--- config.mk ---
export PLATFORM = sky130hd
export DESIGN_NAME = spi_nor_flash_command_sequencer_core
export DESIGN_NICKNAME = d
export VERILOG_FILES = /design/src/hdl/snfcs_pkg.sv /design/src/hdl/snfcs_front.sv /design/src/hdl/snfcs_queue.sv /design/src/hdl/snfcs_back.sv /design/src/hdl/spi_nor_flash_command_sequencer_core.sv
export SDC_FILE = /design/constraint.sdc
export NUM_CORES = 1
export LEC_CHECK = 0
export BUFFER_PORTS_ARGS = -buffer_cell sky130_fd_sc_hd__buf_2
export CORE_UTILIZATION = 30
export CTS_BUF_LIST = sky130_fd_sc_hd__clkbuf_16
export DETAILED_ROUTE_END_ITERATION = 12
export GPL_ROUTABILITY_DRIVEN = 0
export PLACE_DENSITY = 0.53
export RECOVER_POWER = 50
export SYNTH_ARGS = -nofsm -noshare
export SYNTH_HDL_FRONTEND = slang
export SYNTH_SLANG_ARGS = --single-unit
export TNS_END_PERCENT = 1
--- constraint.sdc ---
create_clock -name clock -period 8.08 [get_ports clock]
set_input_delay 0.808 -clock clock [delete_from_list [all_inputs] [get_ports clock]]
set_output_delay 0.808 -clock clock [all_outputs]
set_load 0.005 [all_outputs]
--- src/hdl/snfcs_pkg.sv ---
`default_nettype none
package snfcs_pkg;
   localparam int BLOCK_SHIFT = 15;
   localparam int PAGE_BYTES = 256;
   localparam int NUM_REGS = 8;
   localparam int MAX_RESULTS = 8;

   localparam logic [3:0] REQ_SECTOR_ERASE = 4'd0;
   localparam logic [3:0] REQ_BLOCK_ERASE = 4'd1;
   localparam logic [3:0] REQ_CHIP_ERASE = 4'd2;
   localparam logic [3:0] REQ_RANGE_ERASE = 4'd3;
   localparam logic [3:0] REQ_PAGE_PROGRAM = 4'd4;
   localparam logic [3:0] REQ_BYTE_PROGRAM = 4'd5;
   localparam logic [3:0] REQ_DATA_BYTE = 4'd6;
   localparam logic [3:0] REQ_READ = 4'd7;
   localparam logic [3:0] REQ_ID_CHECK = 4'd8;
   localparam logic [3:0] REQ_SPI_RESPONSE = 4'd9;

   localparam logic [2:0] ACT_SEND = 3'd0;
   localparam logic [2:0] ACT_RECV = 3'd1;
   localparam logic [2:0] ACT_RELEASE = 3'd2;
   localparam logic [2:0] ACT_HOST = 3'd3;
   localparam logic [2:0] ACT_DONE = 3'd4;
   localparam logic [2:0] ACT_REJECT = 3'd5;

   localparam logic [2:0] REG_WRITE_ENABLE = 3'd0;
   localparam logic [2:0] REG_READ_STATUS = 3'd1;
   localparam logic [2:0] REG_SECTOR_ERASE = 3'd2;
   localparam logic [2:0] REG_BLOCK_ERASE = 3'd3;
   localparam logic [2:0] REG_CHIP_ERASE = 3'd4;
   localparam logic [2:0] REG_PAGE_PROGRAM = 3'd5;
   localparam logic [2:0] REG_READ_DATA = 3'd6;
   localparam logic [2:0] REG_READ_ID = 3'd7;

   localparam logic [7:0] STATUS_WEL = 8'h02;
   localparam logic [7:0] STATUS_WIP = 8'h01;

   localparam logic [3:0][7:0] ID_EXPECT = {8'h00, 8'h18, 8'h20, 8'hC2};
   localparam logic [7:0][7:0] CFG_RESET =
      {8'h9F, 8'h03, 8'h02, 8'h60, 8'h52, 8'h20, 8'h05, 8'h06};

   typedef logic [7:0][7:0] cfg_type;

   typedef struct packed {
      logic [2:0] action;
      logic [7:0] out_byte;
      logic id_match;
   } result_type;

   typedef struct packed {
      logic [3:0] count;
      result_type [MAX_RESULTS-1:0] item;
   } batch_type;

   function automatic batch_type emit(batch_type b, logic [2:0] act, logic [7:0] data,
                                      logic match);
      batch_type r;
      r = b;
      if (r.count < 4'(MAX_RESULTS)) begin
         r.item[r.count[2:0]].action = act;
         r.item[r.count[2:0]].out_byte = data;
         r.item[r.count[2:0]].id_match = match;
         r.count = r.count + 4'd1;
      end
      return r;
   endfunction

   function automatic batch_type emit_addr(batch_type b, logic [23:0] a);
      batch_type r;
      r = emit(b, ACT_SEND, a[23:16], 1'b0);
      r = emit(r, ACT_SEND, a[15:8], 1'b0);
      r = emit(r, ACT_SEND, a[7:0], 1'b0);
      return r;
   endfunction

   function automatic batch_type emit_poll(batch_type b, logic [7:0] op);
      batch_type r;
      r = emit(b, ACT_SEND, op, 1'b0);
      r = emit(r, ACT_RECV, 8'd0, 1'b0);
      return r;
   endfunction
endpackage
`default_nettype wire

--- src/hdl/snfcs_front.sv ---
`default_nettype none
module snfcs_front (
   input  wire logic clock,
   input  wire logic reset,
   input  wire logic accept,
   input  wire logic [3:0] req_type,
   input  wire logic [23:0] req_byte_address,
   input  wire logic [8:0] req_block_index,
   input  wire logic [9:0] req_block_count,
   input  wire logic [6:0] req_page_index,
   input  wire logic [15:0] req_transfer_length,
   input  wire logic [7:0] req_data_byte,
   input  wire logic [7:0] req_rx_byte,
   input  wire snfcs_pkg::cfg_type cfg,
   output snfcs_pkg::batch_type batch
);
   typedef enum logic [2:0] {
      IDLE, WAIT_WEL, PROG_DATA, WAIT_WIP, READ_DATA, ID_READ
   } phase_type;

   phase_type phase_ff, phase_in;
   logic [3:0] op_ff, op_in;
   logic [23:0] addr_ff, addr_in;
   logic [15:0] bytes_ff, bytes_in;
   logic [9:0] blk_ff, blk_in;
   logic [9:0] brem_ff, brem_in;
   logic [1:0] idc_ff, idc_in;
   logic ideq_ff, ideq_in;

   always_comb begin
      snfcs_pkg::batch_type b;
      logic eq;
      b = '0;
      eq = 1'b0;
      phase_in = phase_ff;
      op_in = op_ff;
      addr_in = addr_ff;
      bytes_in = bytes_ff;
      blk_in = blk_ff;
      brem_in = brem_ff;
      idc_in = idc_ff;
      ideq_in = ideq_ff;
      if (req_type <= snfcs_pkg::REQ_ID_CHECK && req_type != snfcs_pkg::REQ_DATA_BYTE
          && phase_ff == IDLE) begin
         op_in = req_type;
         case (req_type)
            snfcs_pkg::REQ_RANGE_ERASE: begin
               blk_in = {1'b0, req_block_index};
               brem_in = req_block_count;
               if (req_block_count == 10'd0) begin
                  b = snfcs_pkg::emit(b, snfcs_pkg::ACT_DONE, 8'd0, 1'b0);
               end else begin
                  addr_in = 24'(blk_in) << snfcs_pkg::BLOCK_SHIFT;
               end
            end
            snfcs_pkg::REQ_PAGE_PROGRAM: begin
               addr_in = (24'(req_block_index) << snfcs_pkg::BLOCK_SHIFT)
                         + 24'(req_page_index) * 24'(snfcs_pkg::PAGE_BYTES);
               bytes_in = 16'(snfcs_pkg::PAGE_BYTES);
            end
            snfcs_pkg::REQ_BYTE_PROGRAM, snfcs_pkg::REQ_READ: begin
               addr_in = req_byte_address;
               bytes_in = req_transfer_length;
            end
            snfcs_pkg::REQ_ID_CHECK: begin
               idc_in = 2'd0;
               ideq_in = 1'b1;
            end
            default: addr_in = req_byte_address;
         endcase
         if (req_type == snfcs_pkg::REQ_READ) begin
            b = snfcs_pkg::emit(b, snfcs_pkg::ACT_SEND, cfg[snfcs_pkg::REG_READ_DATA], 1'b0);
            b = snfcs_pkg::emit_addr(b, req_byte_address);
            if (req_transfer_length == 16'd0) begin
               b = snfcs_pkg::emit(b, snfcs_pkg::ACT_RELEASE, 8'd0, 1'b0);
               b = snfcs_pkg::emit(b, snfcs_pkg::ACT_DONE, 8'd0, 1'b0);
            end else begin
               b = snfcs_pkg::emit(b, snfcs_pkg::ACT_RECV, 8'd0, 1'b0);
               phase_in = READ_DATA;
            end
         end else if (req_type == snfcs_pkg::REQ_ID_CHECK) begin
            b = snfcs_pkg::emit(b, snfcs_pkg::ACT_SEND, cfg[snfcs_pkg::REG_READ_ID], 1'b0);
            b = snfcs_pkg::emit(b, snfcs_pkg::ACT_RECV, 8'd0, 1'b0);
            phase_in = ID_READ;
         end else if (!(req_type == snfcs_pkg::REQ_RANGE_ERASE
                        && req_block_count == 10'd0)) begin
            b = snfcs_pkg::emit(b, snfcs_pkg::ACT_SEND,
                                cfg[snfcs_pkg::REG_WRITE_ENABLE], 1'b0);
            b = snfcs_pkg::emit(b, snfcs_pkg::ACT_RELEASE, 8'd0, 1'b0);
            b = snfcs_pkg::emit_poll(b, cfg[snfcs_pkg::REG_READ_STATUS]);
            phase_in = WAIT_WEL;
         end
      end else if (req_type == snfcs_pkg::REQ_DATA_BYTE && phase_ff == PROG_DATA) begin
         b = snfcs_pkg::emit(b, snfcs_pkg::ACT_SEND, req_data_byte, 1'b0);
         bytes_in = bytes_ff - 16'd1;
         if (bytes_in == 16'd0) begin
            b = snfcs_pkg::emit(b, snfcs_pkg::ACT_RELEASE, 8'd0, 1'b0);
            b = snfcs_pkg::emit_poll(b, cfg[snfcs_pkg::REG_READ_STATUS]);
            phase_in = WAIT_WIP;
         end
      end else if (req_type == snfcs_pkg::REQ_SPI_RESPONSE && phase_ff != IDLE
                   && phase_ff != PROG_DATA) begin
         unique case (phase_ff)
            WAIT_WEL: begin
               b = snfcs_pkg::emit(b, snfcs_pkg::ACT_RELEASE, 8'd0, 1'b0);
               if ((req_rx_byte & snfcs_pkg::STATUS_WEL) == 8'd0) begin
                  b = snfcs_pkg::emit_poll(b, cfg[snfcs_pkg::REG_READ_STATUS]);
               end else if (op_ff == snfcs_pkg::REQ_CHIP_ERASE) begin
                  b = snfcs_pkg::emit(b, snfcs_pkg::ACT_SEND,
                                      cfg[snfcs_pkg::REG_CHIP_ERASE], 1'b0);
                  b = snfcs_pkg::emit(b, snfcs_pkg::ACT_RELEASE, 8'd0, 1'b0);
                  b = snfcs_pkg::emit_poll(b, cfg[snfcs_pkg::REG_READ_STATUS]);
                  phase_in = WAIT_WIP;
               end else if (op_ff == snfcs_pkg::REQ_SECTOR_ERASE
                            || op_ff == snfcs_pkg::REQ_BLOCK_ERASE
                            || op_ff == snfcs_pkg::REQ_RANGE_ERASE) begin
                  b = snfcs_pkg::emit(b, snfcs_pkg::ACT_SEND,
                                      op_ff == snfcs_pkg::REQ_SECTOR_ERASE
                                      ? cfg[snfcs_pkg::REG_SECTOR_ERASE]
                                      : cfg[snfcs_pkg::REG_BLOCK_ERASE], 1'b0);
                  b = snfcs_pkg::emit_addr(b, addr_ff);
                  b = snfcs_pkg::emit(b, snfcs_pkg::ACT_RELEASE, 8'd0, 1'b0);
                  b = snfcs_pkg::emit_poll(b, cfg[snfcs_pkg::REG_READ_STATUS]);
                  phase_in = WAIT_WIP;
               end else begin
                  b = snfcs_pkg::emit(b, snfcs_pkg::ACT_SEND,
                                      cfg[snfcs_pkg::REG_PAGE_PROGRAM], 1'b0);
                  b = snfcs_pkg::emit_addr(b, addr_ff);
                  if (bytes_ff == 16'd0) begin
                     b = snfcs_pkg::emit(b, snfcs_pkg::ACT_RELEASE, 8'd0, 1'b0);
                     b = snfcs_pkg::emit_poll(b, cfg[snfcs_pkg::REG_READ_STATUS]);
                     phase_in = WAIT_WIP;
                  end else begin
                     phase_in = PROG_DATA;
                  end
               end
            end
            WAIT_WIP: begin
               b = snfcs_pkg::emit(b, snfcs_pkg::ACT_RELEASE, 8'd0, 1'b0);
               if ((req_rx_byte & snfcs_pkg::STATUS_WIP) != 8'd0) begin
                  b = snfcs_pkg::emit_poll(b, cfg[snfcs_pkg::REG_READ_STATUS]);
               end else if (op_ff == snfcs_pkg::REQ_RANGE_ERASE
                            && brem_ff != 10'd1) begin
                  blk_in = blk_ff + 10'd1;
                  brem_in = brem_ff - 10'd1;
                  addr_in = 24'(blk_in) << snfcs_pkg::BLOCK_SHIFT;
                  b = snfcs_pkg::emit(b, snfcs_pkg::ACT_SEND,
                                      cfg[snfcs_pkg::REG_WRITE_ENABLE], 1'b0);
                  b = snfcs_pkg::emit(b, snfcs_pkg::ACT_RELEASE, 8'd0, 1'b0);
                  b = snfcs_pkg::emit_poll(b, cfg[snfcs_pkg::REG_READ_STATUS]);
                  phase_in = WAIT_WEL;
               end else begin
                  if (op_ff == snfcs_pkg::REQ_RANGE_ERASE) begin
                     blk_in = blk_ff + 10'd1;
                     brem_in = brem_ff - 10'd1;
                  end
                  b = snfcs_pkg::emit(b, snfcs_pkg::ACT_DONE, 8'd0, 1'b0);
                  phase_in = IDLE;
               end
            end
            READ_DATA: begin
               b = snfcs_pkg::emit(b, snfcs_pkg::ACT_HOST, req_rx_byte, 1'b0);
               bytes_in = bytes_ff - 16'd1;
               if (bytes_in != 16'd0) begin
                  b = snfcs_pkg::emit(b, snfcs_pkg::ACT_RECV, 8'd0, 1'b0);
               end else begin
                  b = snfcs_pkg::emit(b, snfcs_pkg::ACT_RELEASE, 8'd0, 1'b0);
                  b = snfcs_pkg::emit(b, snfcs_pkg::ACT_DONE, 8'd0, 1'b0);
                  phase_in = IDLE;
               end
            end
            default: begin
               eq = ideq_ff && (req_rx_byte == snfcs_pkg::ID_EXPECT[idc_ff]);
               ideq_in = eq;
               if (idc_ff < 2'd2) begin
                  idc_in = idc_ff + 2'd1;
                  b = snfcs_pkg::emit(b, snfcs_pkg::ACT_RECV, 8'd0, 1'b0);
               end else begin
                  idc_in = 2'd0;
                  b = snfcs_pkg::emit(b, snfcs_pkg::ACT_RELEASE, 8'd0, 1'b0);
                  b = snfcs_pkg::emit(b, snfcs_pkg::ACT_DONE, 8'd0, eq);
                  phase_in = IDLE;
               end
            end
         endcase
      end else begin
         b = snfcs_pkg::emit(b, snfcs_pkg::ACT_REJECT, 8'd0, 1'b0);
      end
      batch = b;
   end

   always_ff @(posedge clock) begin
      if (reset) begin
         phase_ff <= IDLE;
         op_ff <= '0;
         addr_ff <= '0;
         bytes_ff <= '0;
         blk_ff <= '0;
         brem_ff <= '0;
         idc_ff <= '0;
         ideq_ff <= 1'b1;
      end else if (accept) begin
         phase_ff <= phase_in;
         op_ff <= op_in;
         addr_ff <= addr_in;
         bytes_ff <= bytes_in;
         blk_ff <= blk_in;
         brem_ff <= brem_in;
         idc_ff <= idc_in;
         ideq_ff <= ideq_in;
      end
   end
endmodule
`default_nettype wire

--- src/hdl/snfcs_queue.sv ---
`default_nettype none
module snfcs_queue (
   input  wire logic clock,
   input  wire logic reset,
   input  wire logic wr_en,
   input  wire snfcs_pkg::batch_type wr_data,
   output logic full,
   input  wire logic rd_en,
   output snfcs_pkg::batch_type rd_data,
   output logic empty
);
   snfcs_pkg::batch_type slot_ff [2];
   logic wp_ff, rp_ff;
   logic [1:0] cnt_ff;

   assign full = cnt_ff == 2'd2;
   assign empty = cnt_ff == 2'd0;
   assign rd_data = slot_ff[rp_ff];

   always_ff @(posedge clock) begin
      if (wr_en && !full) begin
         slot_ff[wp_ff] <= wr_data;
      end
   end

   always_ff @(posedge clock) begin
      if (reset) begin
         wp_ff <= 1'b0;
         rp_ff <= 1'b0;
         cnt_ff <= 2'd0;
      end else begin
         if (wr_en && !full) begin
            wp_ff <= !wp_ff;
         end
         if (rd_en && !empty) begin
            rp_ff <= !rp_ff;
         end
         cnt_ff <= cnt_ff + 2'((wr_en && !full) ? 1 : 0) - 2'((rd_en && !empty) ? 1 : 0);
      end
   end
endmodule
`default_nettype wire

--- src/hdl/snfcs_back.sv ---
`default_nettype none
module snfcs_back (
   input  wire logic clock,
   input  wire logic reset,
   input  wire snfcs_pkg::batch_type q_data,
   input  wire logic q_empty,
   output logic q_pop,
   output logic empty,
   input  wire logic pop,
   output logic [2:0] rsp_action,
   output logic [7:0] rsp_out_byte,
   output logic rsp_id_match,
   output logic rsp_last
);
   snfcs_pkg::batch_type cur_ff;
   logic busy_ff;
   logic [2:0] idx_ff;
   logic valid_ff;
   snfcs_pkg::result_type res_ff;
   logic last_ff;
   logic advance, is_last;

   assign q_pop = !busy_ff && !q_empty;
   assign advance = busy_ff && (!valid_ff || pop);
   assign is_last = 4'(idx_ff) + 4'd1 == cur_ff.count;
   assign empty = !valid_ff;
   assign rsp_action = res_ff.action;
   assign rsp_out_byte = res_ff.out_byte;
   assign rsp_id_match = res_ff.id_match;
   assign rsp_last = last_ff;

   always_ff @(posedge clock) begin
      if (q_pop) begin
         cur_ff <= q_data;
      end
      if (advance) begin
         res_ff <= cur_ff.item[idx_ff];
         last_ff <= is_last;
      end
   end

   always_ff @(posedge clock) begin
      if (reset) begin
         busy_ff <= 1'b0;
         idx_ff <= '0;
         valid_ff <= 1'b0;
      end else begin
         if (q_pop) begin
            busy_ff <= 1'b1;
            idx_ff <= '0;
         end else if (advance) begin
            idx_ff <= idx_ff + 3'd1;
            if (is_last) begin
               busy_ff <= 1'b0;
            end
         end
         if (advance) begin
            valid_ff <= 1'b1;
         end else if (pop) begin
            valid_ff <= 1'b0;
         end
      end
   end
endmodule
`default_nettype wire

--- src/hdl/spi_nor_flash_command_sequencer_core.sv ---
`default_nettype none
// Channel    Handshake              Payload
// request    push / full            req_type .. req_rx_byte
// response   pop / empty            rsp_action, rsp_out_byte, rsp_id_match, rsp_last
// csr        psel, penable, pready  paddr, pwdata, prdata
// A request is decoded in the cycle it is accepted and its whole batch of one to
// eight response beats enters a two-entry queue; the back end then issues one beat
// per cycle while pop keeps up, and holds a beat until it is popped.
// Requests are taken while the queue has room, independent of response stalls.
// Reset is synchronous and returns the registers to their default opcodes.
module spi_nor_flash_command_sequencer_core (
   input  wire logic clock,
   input  wire logic reset,
   input  wire logic push,
   output logic full,
   input  wire logic [3:0] req_type,
   input  wire logic [23:0] req_byte_address,
   input  wire logic [8:0] req_block_index,
   input  wire logic [9:0] req_block_count,
   input  wire logic [6:0] req_page_index,
   input  wire logic [15:0] req_transfer_length,
   input  wire logic [7:0] req_data_byte,
   input  wire logic [7:0] req_rx_byte,
   output logic empty,
   input  wire logic pop,
   output logic [2:0] rsp_action,
   output logic [7:0] rsp_out_byte,
   output logic rsp_id_match,
   output logic rsp_last,
   input  wire logic psel,
   input  wire logic penable,
   input  wire logic pwrite,
   input  wire logic [4:0] paddr,
   input  wire logic [31:0] pwdata,
   output logic [31:0] prdata,
   output logic pready
);
   snfcs_pkg::cfg_type cfg_ff;
   snfcs_pkg::batch_type batch, q_data;
   logic q_empty, q_pop, accept;

   assign pready = 1'b1;
   assign prdata = {24'd0, cfg_ff[paddr[4:2]]};
   assign accept = push && !full;

   always_ff @(posedge clock) begin
      if (reset) begin
         cfg_ff <= snfcs_pkg::CFG_RESET;
      end else if (psel && penable && pwrite) begin
         cfg_ff[paddr[4:2]] <= pwdata[7:0];
      end
   end

   snfcs_front u_front (
      .clock(clock), .reset(reset), .accept(accept),
      .req_type(req_type), .req_byte_address(req_byte_address),
      .req_block_index(req_block_index), .req_block_count(req_block_count),
      .req_page_index(req_page_index), .req_transfer_length(req_transfer_length),
      .req_data_byte(req_data_byte), .req_rx_byte(req_rx_byte),
      .cfg(cfg_ff), .batch(batch)
   );

   snfcs_queue u_queue (
      .clock(clock), .reset(reset), .wr_en(push), .wr_data(batch), .full(full),
      .rd_en(q_pop), .rd_data(q_data), .empty(q_empty)
   );

   snfcs_back u_back (
      .clock(clock), .reset(reset), .q_data(q_data), .q_empty(q_empty), .q_pop(q_pop),
      .empty(empty), .pop(pop), .rsp_action(rsp_action), .rsp_out_byte(rsp_out_byte),
      .rsp_id_match(rsp_id_match), .rsp_last(rsp_last)
   );

   a_reject_single: assert property (@(posedge clock) disable iff (reset)
      (!empty && rsp_action == snfcs_pkg::ACT_REJECT) |-> rsp_last)
      else $error("reject beat not last");
   a_done_last: assert property (@(posedge clock) disable iff (reset)
      (!empty && rsp_action == snfcs_pkg::ACT_DONE) |-> (rsp_last && rsp_out_byte == 8'd0))
      else $error("done beat malformed");
   a_reset_empty: assert property (@(posedge clock)
      $past(reset) |-> empty)
      else $error("response pending after reset");
endmodule
`default_nettype wire
==> flow_metrics.py <==
metrics = {
    "outcome": {
        "status": "finished, violations left",
        "violations": "capacitance limit, slew limit",
    },
    "finish": {
        "final_nets": 1803,
        "drive_gt1_share_pct": 17.6,
        "syn_to_final_growth_pct": 14.1,
        "regArea_mm2": 0.00936,
        "antennaDiodeCount": 0,
        "nFillCells": 5717,
        "multiInputGateArea_mm2": 0.00727,
    },
    "floorplanning": {
        "start_util_pct": 30.5,
        "fp.dieW_um": 242,
        "ios": 178,
        "num_rows": 87,
        "core-area_mm2": 0.0566,
        "die_h_um": 242,
        "die_area_mm2": 0.0586,
    },
    "setup_path": {
        "cp.arrival_ns": 5.15,
        "worstPathCellList": "nor2_1, nor2_4, clkbuf_1, ha_1, inv_1, ha_1, xor2_1, xnor2_1, nor2_1",
        "rrSetupSlack_ns": 3.25,
        "cpMaxStageDelayCell": "clkbuf_1",
        "reg2reg_depth": 9,
        "crit_fanout": 71,
        "crit_type": "flip-flop to flip-flop",
        "critical_path.max_stage_delay_ns": 2.87,
        "endpoint_kind": "flip-flop",
        "r2r_start": "u_queue.cnt_ff[1]",
        "cp_data_required_time_ns": 8.40,
        "cp-start-kind": "flip-flop",
        "rr_endpoint": "u_queue.cnt_ff[1]",
    },
    "grt": {
        "antenna_found_initial": 2,
        "grt_max_degree": 78,
        "grt_pass1_vias": 12100,
        "overflow": 0,
        "grt_pass1_wl_um": 74800,
        "grt_usage_pct": 16.7,
    },
    "drt": {
        "drtIter0Drc": 935,
        "wire_per_inst_um": 20.3,
        "vias": 12500,
        "drt-pass1-iter-count": 7,
        "vias_per_cell": 5.10,
        "postRouteAntennaNets": 0,
        "wirelength_um": 49600,
        "drc": 0,
    },
    "worst_hold_path": {
        "hp-start": "u_front.addr_ff[3]",
        "hold_path_end": "u_front.addr_ff[3]",
        "hold_path.class": "flip-flop to flip-flop",
        "worstHoldPathCells": 2,
    },
    "clock_tree": {
        "clkLatencyLatePin_ns": 0.58,
        "cts-root-buf": "clkbuf_16",
        "cts_buffers": 41,
        "cts.htree.levels": 2,
        "tritoncts": "yes",
        "post_cts_buffers": 0,
        "postCtsResizedCells": 0,
        "max-clock-path-buffers": 3,
        "clkTransAtPathRegs_ns": 0.06,
        "clock-sinks": 359,
        "hold_buffers": 0,
    },
    "yosys": {
        "ys_warn_count": 0,
        "synthTopCellsByArea": "edfxtp_1 38%, dfxtp_1 16%, mux2_2 4.9%",
        "synth.top_cell.area_share_pct": 37.7,
        "ys.flop_type": "edfxtp_1",
        "synth_cells": 1584,
        "ys_ff_latch": 359,
        "avgSynthCellArea_um2": 10.9,
        "yosysTopAreaCell": "edfxtp_1",
        "ys_seq_area_share_pct": 54.2,
        "synth-async-reset-ratio_pct": 0,
        "synth.distinct_cells": 78,
        "synth-edff-count": 217,
        "syn_area_mm2": 0.0173,
    },
    "placement": {
        "port_buffers": 126,
        "hpwl_um": 34500,
    },
    "timing": {
        "grt_setup_unrepaired": "no",
        "worst_slew_pin_slew_ns": 4.29,
        "setup-tns-final_ns": 0,
        "max_slew_margin_pct": -186,
        "hold_viol_final": 0,
        "min_period_ns": 4.83,
        "period_share_pct": 59.7,
        "maxSlewViolCount": 349,
        "fmax_ghz": 0.207,
        "skew_ns": 0.0228,
        "setup_viol": 0,
    },
    "flow_run": {
        "drv_cap": 8,
    },
    "power_and_ir_drop": {
        "powerDensity_mw_per_mm2": 289,
        "p_leak_nw": 7.01,
        "power_mw": 5.70,
        "peakVddDrop_mv": 0.141,
    },
}
-- flip-flops by register name, indices dropped and copies added, names as in the netlist, 3 cells and up --
| register | cells |
|---|---|
| u_front.addr_ff | 24 |
| u_back.idx_ff | 3 |
| cfg_ff | 64 |
| u_back.rsp_action | 3 |
| u_back.cur_ff | 68 |
| u_front.phase_ff | 3 |
| u_front.blk_ff | 9 |
| u_back.rsp_out_byte | 8 |
| u_queue.slot_ff | 136 |
| u_front.brem_ff | 10 |
| u_front.op_ff | 4 |
| u_front.bytes_ff | 16 |
-- how the worst max path moves through the flow --
stage | startpoint | endpoint | slack [ns]
final | u_queue.cnt_ff[1] | u_queue.cnt_ff[1] | 3.25
after global routing | u_queue.cnt_ff[1] | u_queue.cnt_ff[1] | 2.71
after CTS | u_front.op_ff[1] | u_queue.slot_ff[1][38] | 4.73
after detailed placement | req_type[0] | u_queue.slot_ff[1][27] | 4.40
after global placement | req_type[0] | u_queue.slot_ff[0][32] | 4.52
after floorplan | u_queue.cnt_ff[1] | u_queue.cnt_ff[1] | 3.43
-- critical path: cells and delay by family (launching register included) --
kind / cells / cell delay, ns
DFF: 1 / 0.38
xor gates and xnor gates: 2 / 0.30
buffers and inverters: 2 / 2.93
adders and majority gates: 2 / 0.75
and+or+nand+nor: 3 / 0.21
-- logic make-up (layout without fill, tap and decap cells) --
kind of cell             count (synthesis)  count (layout)  synth area share [%]
multiplexers                           171             171                  11.7
AO/OA/AOI/OAI                          329             329                  12.9
adder cells (fa/ha/maj)                 13              13                 0.941
buffers and inverters                  161             247                  4.36
flip-flops                             359             359                  54.2
XOR/XNOR                                25              25                  1.27
other                                    2              25                0.0435
AND/OR/NAND/NOR                        524             524                  14.7
-- synthesized netlist by cell type (all sizes together), types with 8 or more instances --
library cell / n
mux4: 17
or3: 11
a211oi: 18
nor2b: 28
mux2i: 79
a21oi: 75
xor2: 13
buf: 66
clkbuf: 71
o21ai: 91
nand3: 44
nor4: 15
inv: 23
edfxtp: 217
a22oi: 16
a221oi: 17
a211o: 22
a222oi: 8
nand4: 8
ha: 13
a311oi: 9
nand2: 152
nor3: 27
mux2: 75
and2: 24
nand2b: 11
a221o: 14
nand3b: 8
xnor2: 12
dfxtp: 142
nor2: 165
o21a: 12
-- area by class of cell --
cell class | count | share of cell area, %
multi-input cells | 1087 | 36.9
clock inverters | 35 | 1.42
inverters | 24 | 0.457
clock buffers | 41 | 5.20
well taps | 756 | 4.80
flip-flops and latches | 359 | 47.5
repair buffers | 147 | 3.81
-- layout by cell type, fill, tap and decap left out, types with 16 or more instances in the layout --
cell type,instances
a211o_1,22
a211oi_1,16
a21oi_1,75
a221oi_1,17
a22oi_1,16
and2_1,23
buf_2,114
clkbuf_1,17
clkbuf_16,41
conb_1,25
dfxtp_1,142
edfxtp_1,217
inv_1,37
mux2_2,70
mux2i_1,79
mux4_2,17
nand2_1,152
nand3_1,44
nor2_1,163
nor2b_1,28
nor3_1,24
o21ai_0,90
-- routing by layer --
layer	vias up	GRT usage, %	part of all wire, %	wire, µm
li1	5950	-	-	-
met1	6149	21.9	45	22200
met2	320	27.9	48	23800
met3	80	2.95	4.8	2360
met4	2	5.03	2.5	1250
met5	-	0	0.026	13
-- metrics by stage --
stage	cells	area, µm²	util (%)	hold WS (ns)	setup slack [ns]
floorplan	1607	17400	-	0.427	3.43
global placement	2373	18500	32.7	0.437	4.52
detailed placement	2373	18500	32.7	0.442	4.40
CTS	2449	19800	35.0	0.449	4.73
global route	2449	19700	34.8	0.461	2.71
finish	2449	19700	34.8	0.447	3.25
-- report_power, final --
group          leakage, nW  switching, mW  total (mW)  internal (mW)
clock network        0.698          0.785        1.81           1.03
registers             3.23          0.171        2.56           2.39
logic                 3.08          0.817        1.33          0.515
total                 7.01           1.77        5.70           3.93
Power figures use the tool's default switching activity.
